### src/rtl/utf8_codepoint_at_index_top_macros.svh
// Assertion macros for the RTL; only the decoder (u8cp_decode) includes them.
`ifndef UTF8_CODEPOINT_AT_INDEX_TOP_MACROS_SVH
`define UTF8_CODEPOINT_AT_INDEX_TOP_MACROS_SVH

// Same-cycle implication, checked outside reset.
`define U8CP_ASSERT_NOW(lbl, ante, cons, msg) \
	lbl: assert property (@(posedge clk) disable iff (!arst_n) (ante) |-> (cons)) \
		else $error(msg);

// Next-cycle implication, checked outside reset.
`define U8CP_ASSERT_NEXT(lbl, ante, cons, msg) \
	lbl: assert property (@(posedge clk) disable iff (!arst_n) (ante) |=> (cons)) \
		else $error(msg);

`endif

### src/rtl/u8cp_pkg.sv
package u8cp_pkg;

	// Result status codes
	localparam logic [1:0] ST_FOUND     = 2'd0;
	localparam logic [1:0] ST_INVALID   = 2'd1;
	localparam logic [1:0] ST_NOT_FOUND = 2'd2;

	// Code point for an invalid or missing character (-1)
	localparam logic signed [21:0] CP_NONE = '1;

	// Lead and continuation byte patterns
	localparam logic [7:0] ASCII_LIMIT = 8'h80;
	localparam logic [7:0] LEAD2_MASK  = 8'hE0;
	localparam logic [7:0] LEAD2_PAT   = 8'hC0;
	localparam logic [7:0] LEAD2_BITS  = 8'h1F;
	localparam logic [7:0] LEAD3_MASK  = 8'hF0;
	localparam logic [7:0] LEAD3_PAT   = 8'hE0;
	localparam logic [7:0] LEAD3_BITS  = 8'h0F;
	localparam logic [7:0] LEAD4_MASK  = 8'hF8;
	localparam logic [7:0] LEAD4_PAT   = 8'hF0;
	localparam logic [7:0] LEAD4_BITS  = 8'h07;
	localparam logic [7:0] CONT_MASK   = 8'hC0;
	localparam logic [7:0] CONT_PAT    = 8'h80;
	localparam logic [7:0] CONT_BITS   = 8'h3F;

	typedef struct packed {
		logic [7:0]  data_byte;
		logic        last_byte;
		logic [15:0] target_index;
	} in_word_t;

	typedef struct packed {
		logic signed [21:0] codepoint;
		logic [1:0]         status;
	} out_word_t;

	// Result handed from the decoder to the output register
	typedef struct packed {
		logic      vld;
		out_word_t word;
	} result_t;

endpackage

### src/rtl/utf8_codepoint_at_index_top.sv
// Code point at a character index of a UTF-8 string.
// Byte channel (byte_valid/byte_stall/byte_word): one string byte per word,
// target_index taken from the first byte of each string; a zero byte or a
// word with last_byte set ends the string. An empty string is one zero byte.
// Result channel (cp_valid/cp_stall/cp_word): exactly one word per string,
// the target code point (status found), or -1 with status invalid or not
// found. A result may leave before the string ends; the end then adds none.
// Throughput: one byte per cycle while no stalled result is waiting. A result
// is registered: the byte that settles it sits in the input register,
// then decodes into the result register once that register can load.
// Per-string decode state is a single register set updated once per byte.
// When cp_stall is high with a result waiting, byte_stall is high whenever
// the input register holds a byte; at most one more byte is taken, and
// only if that register was empty. Inputs flow again once the result leaves.
// Reset (arst_n low) empties both registers and clears the decode state;
// the next byte taken is the first byte of a string.
module utf8_codepoint_at_index_top #(
	parameter int MAX_CHARS = 65536
) (
	input  logic                clk,
	input  logic                arst_n,
	input  logic                byte_valid,
	output logic                byte_stall,
	input  u8cp_pkg::in_word_t  byte_word,
	output logic                cp_valid,
	input  logic                cp_stall,
	output u8cp_pkg::out_word_t cp_word
);

	logic               vld_s1;
	u8cp_pkg::in_word_t word_s1;
	logic               advance;
	logic               proc;
	u8cp_pkg::result_t  res;

	// Decode the held byte when the result register can take its outcome
	assign proc = vld_s1 && advance;

	u8cp_in_reg u_in (
		.clk        (clk),
		.arst_n     (arst_n),
		.byte_valid (byte_valid),
		.byte_stall (byte_stall),
		.byte_word  (byte_word),
		.advance    (advance),
		.vld_s1     (vld_s1),
		.word_s1    (word_s1)
	);

	u8cp_decode #(
		.MAX_CHARS (MAX_CHARS)
	) u_dec (
		.clk     (clk),
		.arst_n  (arst_n),
		.proc    (proc),
		.word_s1 (word_s1),
		.res     (res)
	);

	u8cp_out_reg u_out (
		.clk      (clk),
		.arst_n   (arst_n),
		.res      (res),
		.proc     (proc),
		.advance  (advance),
		.cp_valid (cp_valid),
		.cp_stall (cp_stall),
		.cp_word  (cp_word)
	);

endmodule

### src/rtl/u8cp_in_reg.sv
module u8cp_in_reg (
	input  logic               clk,
	input  logic               arst_n,
	input  logic               byte_valid,
	output logic               byte_stall,
	input  u8cp_pkg::in_word_t byte_word,
	input  logic               advance,
	output logic               vld_s1,
	output u8cp_pkg::in_word_t word_s1
);

	// Hold the stage only while it is full and cannot move on
	assign byte_stall = vld_s1 && !advance;

	always_ff @(posedge clk or negedge arst_n) begin
		if (!arst_n) begin
			vld_s1 <= 1'b0;
		end else if (!byte_stall) begin
			vld_s1 <= byte_valid;
		end
	end

	// Payload, no reset
	always_ff @(posedge clk) begin
		if (!byte_stall && byte_valid) begin
			word_s1 <= byte_word;
		end
	end

endmodule

### src/rtl/u8cp_decode.sv
`include "utf8_codepoint_at_index_top_macros.svh"

module u8cp_decode #(
	parameter int MAX_CHARS = 65536
) (
	input  logic               clk,
	input  logic               arst_n,
	input  logic               proc,
	input  u8cp_pkg::in_word_t word_s1,
	output u8cp_pkg::result_t  res
);

	localparam int CW = $clog2(MAX_CHARS + 1);
	localparam int EW = (CW > 16) ? CW : 16;
	localparam logic [CW-1:0] CNT_MAX = CW'(MAX_CHARS);

	logic [CW-1:0] char_count_q;
	logic [1:0]    bytes_left_q;
	logic [20:0]   partial_code_q;
	logic          char_invalid_q;
	logic          answer_given_q;
	logic          string_started_q;
	logic [15:0]   wanted_index_q;

	logic [CW-1:0] cnt_e, cnt_n;
	logic [1:0]    bl_e, bl_n;
	logic [20:0]   pc_e, pc_n;
	logic          inv_e, inv_n;
	logic          ag_e, ag_n;
	logic [15:0]   want_e;
	logic          done;
	logic          at_now, at_end;
	logic          str_end;
	logic [7:0]    b;

	assign b = word_s1.data_byte;

	// Effective state: a first byte starts from a clean slate
	always_comb begin
		if (!string_started_q) begin
			want_e = word_s1.target_index;
			cnt_e  = '0;
			bl_e   = '0;
			pc_e   = '0;
			inv_e  = 1'b0;
			ag_e   = 1'b0;
		end else begin
			want_e = wanted_index_q;
			cnt_e  = char_count_q;
			bl_e   = bytes_left_q;
			pc_e   = partial_code_q;
			inv_e  = char_invalid_q;
			ag_e   = answer_given_q;
		end
	end

	assign at_now  = (cnt_e < CNT_MAX) && (EW'(cnt_e) == EW'(want_e));
	assign str_end = (b == 8'd0) || word_s1.last_byte;

	// Byte decode, character completion and string end
	always_comb begin
		cnt_n = cnt_e;
		bl_n  = bl_e;
		pc_n  = pc_e;
		inv_n = inv_e;
		ag_n  = ag_e;
		done  = 1'b0;
		res.vld  = 1'b0;
		res.word = '{codepoint: u8cp_pkg::CP_NONE, status: u8cp_pkg::ST_NOT_FOUND};
		at_end = 1'b0;

		if (b != 8'd0) begin
			if (bl_e == 2'd0) begin
				inv_n = 1'b0;
				if (b < u8cp_pkg::ASCII_LIMIT) begin
					pc_n = 21'(b);
					done = 1'b1;
				end else if ((b & u8cp_pkg::LEAD2_MASK) == u8cp_pkg::LEAD2_PAT) begin
					pc_n = 21'(b & u8cp_pkg::LEAD2_BITS);
					bl_n = 2'd1;
				end else if ((b & u8cp_pkg::LEAD3_MASK) == u8cp_pkg::LEAD3_PAT) begin
					pc_n = 21'(b & u8cp_pkg::LEAD3_BITS);
					bl_n = 2'd2;
				end else if ((b & u8cp_pkg::LEAD4_MASK) == u8cp_pkg::LEAD4_PAT) begin
					pc_n = 21'(b & u8cp_pkg::LEAD4_BITS);
					bl_n = 2'd3;
				end else begin
					// bad lead: one invalid character
					pc_n  = '0;
					inv_n = 1'b1;
					done  = 1'b1;
				end
			end else begin
				if ((b & u8cp_pkg::CONT_MASK) != u8cp_pkg::CONT_PAT) begin
					inv_n = 1'b1;
				end else begin
					pc_n = {pc_e[14:0], b[5:0]};
				end
				bl_n = bl_e - 2'd1;
				done = (bl_e == 2'd1);
			end

			if (done) begin
				if (!ag_e && at_now) begin
					res.vld = 1'b1;
					ag_n    = 1'b1;
					if (inv_n) begin
						res.word.codepoint = u8cp_pkg::CP_NONE;
						res.word.status    = u8cp_pkg::ST_INVALID;
					end else begin
						res.word.codepoint = {1'b0, pc_n};
						res.word.status    = u8cp_pkg::ST_FOUND;
					end
				end
				if (cnt_e < CNT_MAX) begin
					cnt_n = cnt_e + CW'(1);
				end
				inv_n = 1'b0;
			end
		end

		// End of string: report once if nothing was given
		if (str_end) begin
			at_end = (cnt_n < CNT_MAX) && (EW'(cnt_n) == EW'(want_e));
			if (!ag_n) begin
				res.vld            = 1'b1;
				ag_n               = 1'b1;
				res.word.codepoint = u8cp_pkg::CP_NONE;
				res.word.status    = ((bl_n != 2'd0) && at_end) ?
					u8cp_pkg::ST_INVALID : u8cp_pkg::ST_NOT_FOUND;
			end
			bl_n = '0;
		end
	end

	always_ff @(posedge clk or negedge arst_n) begin
		if (!arst_n) begin
			char_count_q     <= '0;
			bytes_left_q     <= '0;
			partial_code_q   <= '0;
			char_invalid_q   <= 1'b0;
			answer_given_q   <= 1'b0;
			string_started_q <= 1'b0;
			wanted_index_q   <= '0;
		end else if (proc) begin
			char_count_q     <= cnt_n;
			bytes_left_q     <= bl_n;
			partial_code_q   <= pc_n;
			char_invalid_q   <= inv_n;
			answer_given_q   <= ag_n;
			string_started_q <= !str_end;
			wanted_index_q   <= want_e;
		end
	end

	`U8CP_ASSERT_NOW(a_idle_no_pending, !string_started_q, bytes_left_q == 2'd0, "pending bytes with no string")
	`U8CP_ASSERT_NOW(a_count_bound, 1'b1, char_count_q <= CNT_MAX, "character count past saturation")
	`U8CP_ASSERT_NOW(a_fail_all_ones, proc && res.vld && (res.word.status != u8cp_pkg::ST_FOUND), res.word.codepoint == u8cp_pkg::CP_NONE, "failed result without -1")
	`U8CP_ASSERT_NEXT(a_end_once, proc && str_end, !string_started_q && !answer_given_q || !string_started_q, "string did not close")

endmodule

### src/rtl/u8cp_out_reg.sv
module u8cp_out_reg (
	input  logic                clk,
	input  logic                arst_n,
	input  u8cp_pkg::result_t   res,
	input  logic                proc,
	output logic                advance,
	output logic                cp_valid,
	input  logic                cp_stall,
	output u8cp_pkg::out_word_t cp_word
);

	// Result register may load when empty or being taken
	assign advance = !cp_valid || !cp_stall;

	always_ff @(posedge clk or negedge arst_n) begin
		if (!arst_n) begin
			cp_valid <= 1'b0;
		end else if (advance) begin
			cp_valid <= proc && res.vld;
		end
	end

	always_ff @(posedge clk) begin
		if (advance && proc && res.vld) begin
			cp_word <= res.word;
		end
	end

endmodule

### config.mk
export PLATFORM = sky130hd
export DESIGN_NAME = utf8_codepoint_at_index_top
export DESIGN_NICKNAME = d
export VERILOG_FILES = /design/src/rtl/u8cp_pkg.sv /design/src/rtl/utf8_codepoint_at_index_top.sv /design/src/rtl/u8cp_in_reg.sv /design/src/rtl/u8cp_decode.sv /design/src/rtl/u8cp_out_reg.sv
export VERILOG_INCLUDE_DIRS = /design/src /design/src/rtl
export SDC_FILE = /design/constraint.sdc
export NUM_CORES = 1
export LEC_CHECK = 0
export ABC_CLOCK_PERIOD_IN_PS = 3000
export BUFFER_PORTS_ARGS = -buffer_cell sky130_fd_sc_hd__buf_2
export CAP_MARGIN = 20
export CORE_MARGIN = 5
export CORE_UTILIZATION = 30
export CTS_BUF_LIST = sky130_fd_sc_hd__clkbuf_2 sky130_fd_sc_hd__clkbuf_4 sky130_fd_sc_hd__clkbuf_8
export DETAILED_ROUTE_END_ITERATION = 8
export SLEW_MARGIN = 25
export SYNTH_ARGS = -nofsm -noshare
export SYNTH_HDL_FRONTEND = slang
export SYNTH_SLANG_ARGS = --single-unit
### constraint.sdc
create_clock -name clk -period 3 [get_ports clk]
set_input_delay 0.45 -clock clk [delete_from_list [all_inputs] [get_ports clk]]
set_output_delay 0.45 -clock clk [all_outputs]
set_load 0.005 [all_outputs]
==> results.tsv, run 1 <==
stage	metric	value	unit
global_route	GRT Util Overall	13.9	%
floorplan	die width	147	um
cts	CTS buffer count	9	
timing	TNS Setup	0	ns
min_path	Hold Crit Class	in2reg	
floorplan	IO Pins	55	
layout	fin area	6690	um2
cts	CTS tree	yes	
drt	number of nets still failing antenna checks after routing	0	
cts	Root Buffer	clkbuf_8	
drt	DRC viols	0	
worst_setup_path	CP Max Fanout	6	
drt	Via Count	4424	
synth	top cells by area, synth	dfrtp_1, edfxtp_1, o21ai_0	
worst_setup_path	capturing point of the worst reg2reg path	u_out.cp_word[1]$_DFFE_PP_	
placed_design	Port Buf Inserts	54	
timing	Fin. Hold Viols	0	
drt	final wirelength	14.6	mm
floorplan	num rows	50	
cts	H-tree depth	3	
synth	number of synthesized register bits	110	
worst_setup_path	worst r2r src	u_dec.char_count_q[8]$_DFFE_PN0P_	
timing	Slew Viols, Final	0	
worst_setup_path	endpoint type of the worst setup path	flop	
synth	post-synthesis sequential area ratio	53.6	%
timing	slew margin rel.	36.6	%
cts	hold buffers post-CTS	0	
pwr	maximum VDD drop	0.000269	V
synth	Yosys cell types	62	
synth	Mapped Cells	527	
drt	drt via density	5.19	
floorplan	Core ar.	18500	um2
min_path	Hold Path Sink	u_in.word_s1[19]$_DFFE_PP_	
synth	yosys warns	0	
synth	Synth Flop Type	dfrtp_1	
min_path	Worst Hold Path Cells	1	
floorplan	area of the die	21500	um2
flow_run	max cap viols	0	
synth	area leader, netlist	dfrtp_1	
floorplan	Initial Util	30.2	%
global_route	total grt overflow	0	
placed_design	RePlAce Congestion	0.928	
timing	final setup vio count	0	
worst_setup_path	WP data required	3.16	ns
drt	Routed WL per cell	17.2	um
placed_design	hpwl dp	10.8	mm
timing	RSZ-0062 raised after global routing	false	
drt	Starting DRT DRC Count	393	
timing	fin crit period	2.90	ns
global_route	first-pass GRT wire length	24.0	mm
global_route	largest net degree at the start of global routing	62	
synth	top-count cell post-synth	nand2_1	
global_route	vias in the first global route	4520	
timing	clk_skew	0.0134	ns
synth	synthesized cell area	5600	um2
drt	Pre-Repair DR Iteration Count	5	
cts	# clock sinks	110	
pwr	Pleak	2.53	nW
cts	Clk Latency, worst-skew pair	0.41	ns
worst_setup_path	Worst Setup SP	u_dec.char_count_q[8]$_DFFE_PN0P_	
worst_setup_path	Reg2Reg Depth	7	
floorplan	Die H	147	um
synth	commonest cells in the netlist	nand2_1, dfrtp_1, o21ai_0	
cts	Clk pin slew, worst setup/hold paths	0.12	ns
synth	top cell type's share of synthesized area	27.3	%
synth	Syn Area/Cell	10.6	um2
layout	# nets final	643	
synth	Mapped Nets	556	
layout	ANT cells	0	
layout	area delta synth->final	19.4	%
global_route	initial antenna violation count	0	
timing	max frequency	0.345	GHz
synth	EDFF count, synth	49	
synth	fraction of registers with async set/reset	55.5	%
layout	fill cell count	1844	
cts	clk buf depth	2	
placed_design	DP Area	6390	um2
worst_setup_path	Arr. time, crit path	3.06	ns
worst_setup_path	Setup Crit Path Kind	reg2reg	
pwr	Power, Total	3.69	mW
layout	layout cells sized above 1	25.7	%
timing	period utilization	96.6	%
worst_setup_path	Critical Path Start Type	flop	
min_path	min-delay src	byte_word[19]	
pwr	power per cell area	552	nW/um2
timing	worst-margin pin slew	0.947	ns
worst_setup_path	reg2reg setup slack	0.10	ns
layout	Final Util	36.1	%
status	status	finished, final reports clean	
routing by layer:
metal	up-vias	GRT usage, %	part of all wire (%)
met5	-	0	0
met3	16	3.07	4.6
li1	2130	-	-
met1	2155	17.9	45
met4	0	5.08	1.8
met2	123	23.0	49
state kept, by name (all words and copies together), names as in the netlist:
register,count
u_in.word_s1,25
u_out.cp_word,24
u_dec.partial_code_q,21
u_dec.char_count_q,17
u_dec.wanted_index_q,16
u_dec.bytes_left_q,2
u_dec.answer_given_q,1
u_dec.char_invalid_q,1
u_dec.string_started_q,1
u_in.vld_s1,1
u_out.cp_valid,1
power by group:
part	switching, mW	leakage (nW)	internal (mW)
combinational	0.498	1.25	0.363
clock	0.599	0.102	0.340
sequential	0.156	1.18	1.73
total	1.25	2.53	2.44
layout by cell type, fill, tap and decap left out, types with 4 or more instances in the layout:
cell type  count
a22oi_1        5
a22o_1        21
nor4_1         5
or4_1          5
inv_1         11
nand4_1        9
dfrtp_1       58
nand2_1       68
nand2b_1      16
mux2i_1       24
mux2_2        14
buf_2         54
buf_4         47
nand3_1       14
o22ai_1        4
clkbuf_8       9
and2_1         4
xnor2_1       13
xor2_1         5
a31oi_1        4
edfxtp_1      49
a21oi_1       19
nor3_1        10
o21ai_0       52
o31ai_1        6
nor2_1        27
timing repair:
item	4_1_cts	5_1_grt
pin swaps	0	2
endpoints found under the setup margin	15	24
endpoints found under the hold margin	0	0
gates resized for setup	2	16
setup buffers	0	0
critical path, stage by stage, from the launching register on:
cell	delay, ns
dfrtp_1	0.50
nand4_2	0.18
nor4_4	0.36
or4b_1	0.50
a21boi_0	0.15
or4_1	0.53
o41ai_4	0.32
a31oi_1	0.12
area by class of cell:
| type | instances | area [um2] | area share (%) |
|---|---|---|---|
| clock buffers | 9 | 124 | 1.85 |
| flip-flops and latches | 110 | 3000 | 44.9 |
| repair buffers | 104 | 666 | 9.96 |
| well taps | 234 | 293 | 4.38 |
| inverters | 11 | 41.3 | 0.618 |
| multi-input cells | 378 | 2480 | 37.1 |
| clock inverters | 7 | 82.6 | 1.24 |
cell families (layout without fill, tap and decap cells):
logic type | Yosys count | in the layout | share of synthesized area, %
compound gates | 132 | 132 | 15.2
xor+xnor | 18 | 18 | 2.82
buf+inv | 39 | 131 | 3.69
flops | 110 | 110 | 53.6
mux | 38 | 38 | 7.11
simple gates | 190 | 190 | 17.6
metrics by stage:
| step | worst slack, ns | cells | hold slack (ns) |
|---|---|---|---|
| 2_1_floorplan | 0.188 | 527 | 0.154 |
| 3_3_place_gp | 0.00588 | 837 | 0.482 |
| 3_5_place_dp | -0.0309 | 837 | 0.483 |
| 4_1_cts | 0.0435 | 853 | 0.184 |
| 5_1_grt | 0.00136 | 853 | 0.182 |
| 6_report | 0.102 | 853 | 0.204 |
worst max-delay path by stage:
stage / to
5_1_grt: u_out.cp_word[1]$_DFFE_PP_
3_5_place_dp: u_out.cp_word[17]$_DFFE_PP_
6_report: u_out.cp_word[1]$_DFFE_PP_
2_1_floorplan: u_out.cp_word[0]$_DFFE_PP_
4_1_cts: u_out.cp_word[17]$_DFFE_PP_
3_3_place_gp: u_out.cp_word[13]$_DFFE_PP_
Power figures use the tool's default switching activity.
==> inputs of run 2 (changes only) <==
- BUFFER_PORTS_ARGS: -buffer_cell sky130_fd_sc_hd__buf_2 -> unset
- CORE_ASPECT_RATIO: unset -> 1.25
- DONT_BUFFER_PORTS: unset -> 1
==> run 2 against run 1 <==
Non-clock buffer count down 47. First-iteration DRC count decreased by 23%. Core utilization decreased by 0.95 points. Worst hold slack got worse by 0.063 ns. Clock-buffer cell count is 1 higher. Critical endpoint unchanged. Highest routed layer unchanged.
==> results.tsv, run 2 (synthesized netlist as in run 1, its figures left out) <==
stage	metric	value	unit	change
status	status	finished, final reports clean		unchanged
min_path	Worst Hold Path Cells	0		was 1
pwr	maximum VDD drop	0.000487	V	was 0.000269 V
pwr	power per cell area	554	nW/um2	was 552 nW/um2
pwr	Pleak	2.38	nW	was 2.53 nW
global_route	largest net degree at the start of global routing	62		unchanged
layout	ANT cells	0		unchanged
global_route	first-pass GRT wire length	22.7	mm	was 24.0 mm
placed_design	DP Area	6150	um2	was 6390 um2
cts	Clk pin slew, worst setup/hold paths	0.11	ns	was 0.12 ns
pwr	Psw	1.14	mW	was 1.25 mW
floorplan	IO Pins	55		unchanged
worst_setup_path	capturing point of the worst reg2reg path	u_out.cp_word[1]$_DFFE_PP_		unchanged
timing	Fin. Hold Viols	0		unchanged
global_route	GRT Util Overall	13.3	%	was 13.9%
layout	# nets final	596		was 643
drt	number of nets still failing antenna checks after routing	0		unchanged
flow_run	max cap viols	0		unchanged
layout	commonest non-fill, non-tap cell in the layout	nand2_1		unchanged
timing	clk_skew	0.0147	ns	was 0.0134 ns
worst_setup_path	Reg2Reg Depth	7		unchanged
worst_setup_path	Setup Crit Path Kind	reg2reg		unchanged
drt	Routed WL per cell	17.7	um	was 17.2 um
placed_design	Port Buf Inserts	0		was 54
timing	WHS	0.142	ns	was 0.204 ns
drt	final wirelength	14.1	mm	was 14.6 mm
min_path	Hold Path Sink	u_in.word_s1[21]$_DFFE_PP_		was u_in.word_s1[19]$_DFFE_PP_
pwr	Gate power share	22.7	%	was 23.3%
drt	DRC viols	0		unchanged
worst_setup_path	endpoint type of the worst setup path	flop		unchanged
cts	Clk Latency, worst-skew pair	0.39	ns	was 0.41 ns
pwr	sequential power share	53.2	%	was 51.2%
floorplan	num rows	55		was 50
layout	Largest Register	u_in.word_s1		unchanged
drt	Pre-Repair DR Iteration Count	4		was 5
layout	fill cell count	1765		was 1844
pwr	Clk network pwr share	24.1	%	was 25.5%
cts	Root Buffer	clkbuf_8		unchanged
cts	CTS tree	yes		unchanged
drt	drt via density	5.22		was 5.19
timing	period utilization	96.5	%	was 96.6%
pwr	Switching Fraction	32.3	%	was 34.0%
timing	max frequency	0.345	GHz	about the same
worst_setup_path	CP cell instances	or4_4, o21ai_2, nor4_1, xnor2_1, or4_1, o41ai_4, a31oi_1		was nand4_2, nor4_4, or4b_1, a21boi_0, or4_1, o41ai_4, a31oi_1
layout	layout cells sized above 1	18.5	%	was 25.7%
worst_setup_path	Critical Path Start Type	flop		unchanged
placed_design	placed cells	782		was 837
worst_setup_path	reg2reg setup slack	0.10	ns	about the same
pwr	internal power	2.40	mW	was 2.44 mW
layout	max reg flops	25		unchanged
layout	Layout Cells excl Fill	800		was 853
timing	TNS Setup	0	ns	unchanged
placed_design	RePlAce Congestion	0.924		was 0.928
floorplan	area of the die	21500	um2	about the same
floorplan	Initial Util	30.7	%	was 30.2%
worst_setup_path	Arr. time, crit path	3.04	ns	was 3.06 ns
layout	Final Util	35.1	%	was 36.1%
timing	fin crit period	2.90	ns	about the same
layout	area delta synth->final	14.5	%	was 19.4%
drt	Starting DRT DRC Count	301		was 393
layout	Regs by FF count	u_in.word_s1: 25 flops, u_out.cp_word: 24 flops, u_dec.partial_code_q: 21 flops		unchanged
placed_design	worst slack at placement	-0.0368	ns	was -0.0309 ns
timing	RSZ-0062 raised after global routing	false		unchanged
cts	Post-CTS Setup Bufs	0		unchanged
min_path	Hold Crit Class	in2reg		unchanged
timing	final setup vio count	0		unchanged
drt	Via Count	4178		was 4424
worst_setup_path	worst r2r src	u_in.word_s1[22]$_DFFE_PP_		was u_dec.char_count_q[8]$_DFFE_PN0P_
timing	slew margin rel.	38.7	%	was 36.6%
timing	Slew Viols, Final	0		unchanged
cts	clk buf depth	2		unchanged
cts	# clock sinks	110		unchanged
cts	CTS buffer count	9		unchanged
global_route	initial antenna violation count	0		unchanged
placed_design	hpwl dp	10.9	mm	was 10.8 mm
floorplan	Die H	163	um	was 147 um
timing	worst-margin pin slew	0.916	ns	was 0.947 ns
floorplan	die width	132	um	was 147 um
cts	H-tree depth	3		unchanged
worst_setup_path	slowest cell delay on critical path	0.59	ns	was 0.53 ns
worst_setup_path	CP Max Fanout	8		was 6
worst_setup_path	Worst path slowest cell	or4_4		was or4_1
global_route	total grt overflow	0		unchanged
layout	multi-input logic area	2440	um2	was 2480 um2
min_path	min-delay src	byte_word[21]		was byte_word[19]
layout	fin area	6410	um2	was 6690 um2
timing	setup ws final	0.105	ns	was 0.102 ns
floorplan	Core ar.	18200	um2	was 18500 um2
layout	register area	3000	um2	about the same
layout	most frequent cells in the layout	nand2_1, dfrtp_1, buf_4		was nand2_1, dfrtp_1, buf_2
pwr	Power, Total	3.55	mW	was 3.69 mW
global_route	vias in the first global route	4148		was 4520
worst_setup_path	WP data required	3.14	ns	was 3.16 ns
run 2: cell types whose count changed in the layout (fill, tap and decap cells not counted), sizes merged:
cell         before  now
inv              16   14
dlygate4sd3       0    1
clkbuf            9   10
buf             104   56
clkinv            1    2
run 2: worst max-delay path: cells and delay by family (launching register included):
family | cells | cell delay [ns]
flip-flops | 1 | 0.41
XOR/XNOR | 1 | 0.15
AND/OR/NAND/NOR | 3 | 1.28
AO/OA/AOI/OAI | 3 | 0.80
run 2: worst max path at each step:
stage,start,to,slack [ns],cells after the start
after global routing,u_in.word_s1[22]$_DFFE_PP_,u_out.cp_word[1]$_DFFE_PP_,0.008,7
after global placement,u_in.word_s1[18]$_DFFE_PP_,u_out.cp_word[1]$_DFFE_PP_,0.007,7
after floorplan,u_dec.char_count_q[13]$_DFFE_PN0P_,u_out.cp_word[0]$_DFFE_PP_,0.19,7
after CTS,u_dec.char_count_q[8]$_DFFE_PN0P_,u_out.cp_word[10]$_DFFE_PP_,0.08,9
final,u_in.word_s1[22]$_DFFE_PP_,u_out.cp_word[1]$_DFFE_PP_,0.10,7
after detailed placement,u_in.word_s1[18]$_DFFE_PP_,u_out.cp_word[1]$_DFFE_PP_,-0.04,7
run 2: power by group through the flow:
stage          clock network, mW  registers, mW  logic [mW]
5_1_grt                    0.952           1.91       0.891
3_5_place_dp                   0           1.92       0.775
3_3_place_gp                   0           1.91       0.770
2_1_floorplan                  0           1.86       0.572
4_1_cts                    0.879           1.89       0.800
6_report                   0.854           1.89       0.805
run 2: what timing repair did:
item	4_1_cts	5_1_grt
resized for setup	1	7
setup endpoints to repair	2	23
hold buffers	2	0
endpoints found under the hold margin	61	0
run 2: per-layer routing:
layer	vias to the layer above	wire length (um)	global-route usage (%)
met5	-	0	0
met4	0	191	3.70
met3	16	595	3.00
met2	98	7490	23.6
met1	2039	5860	16.2
li1	2025	-	-
run 2: layout make-up:
type	instances	share of cell area (%)
clock buffers	10	2.05
clock inverters	6	0.820
repair buffers	57	7.22
multi-input cells	378	38.0
inverters	11	0.644
flip-flops and latches	110	46.8
well taps	228	4.45
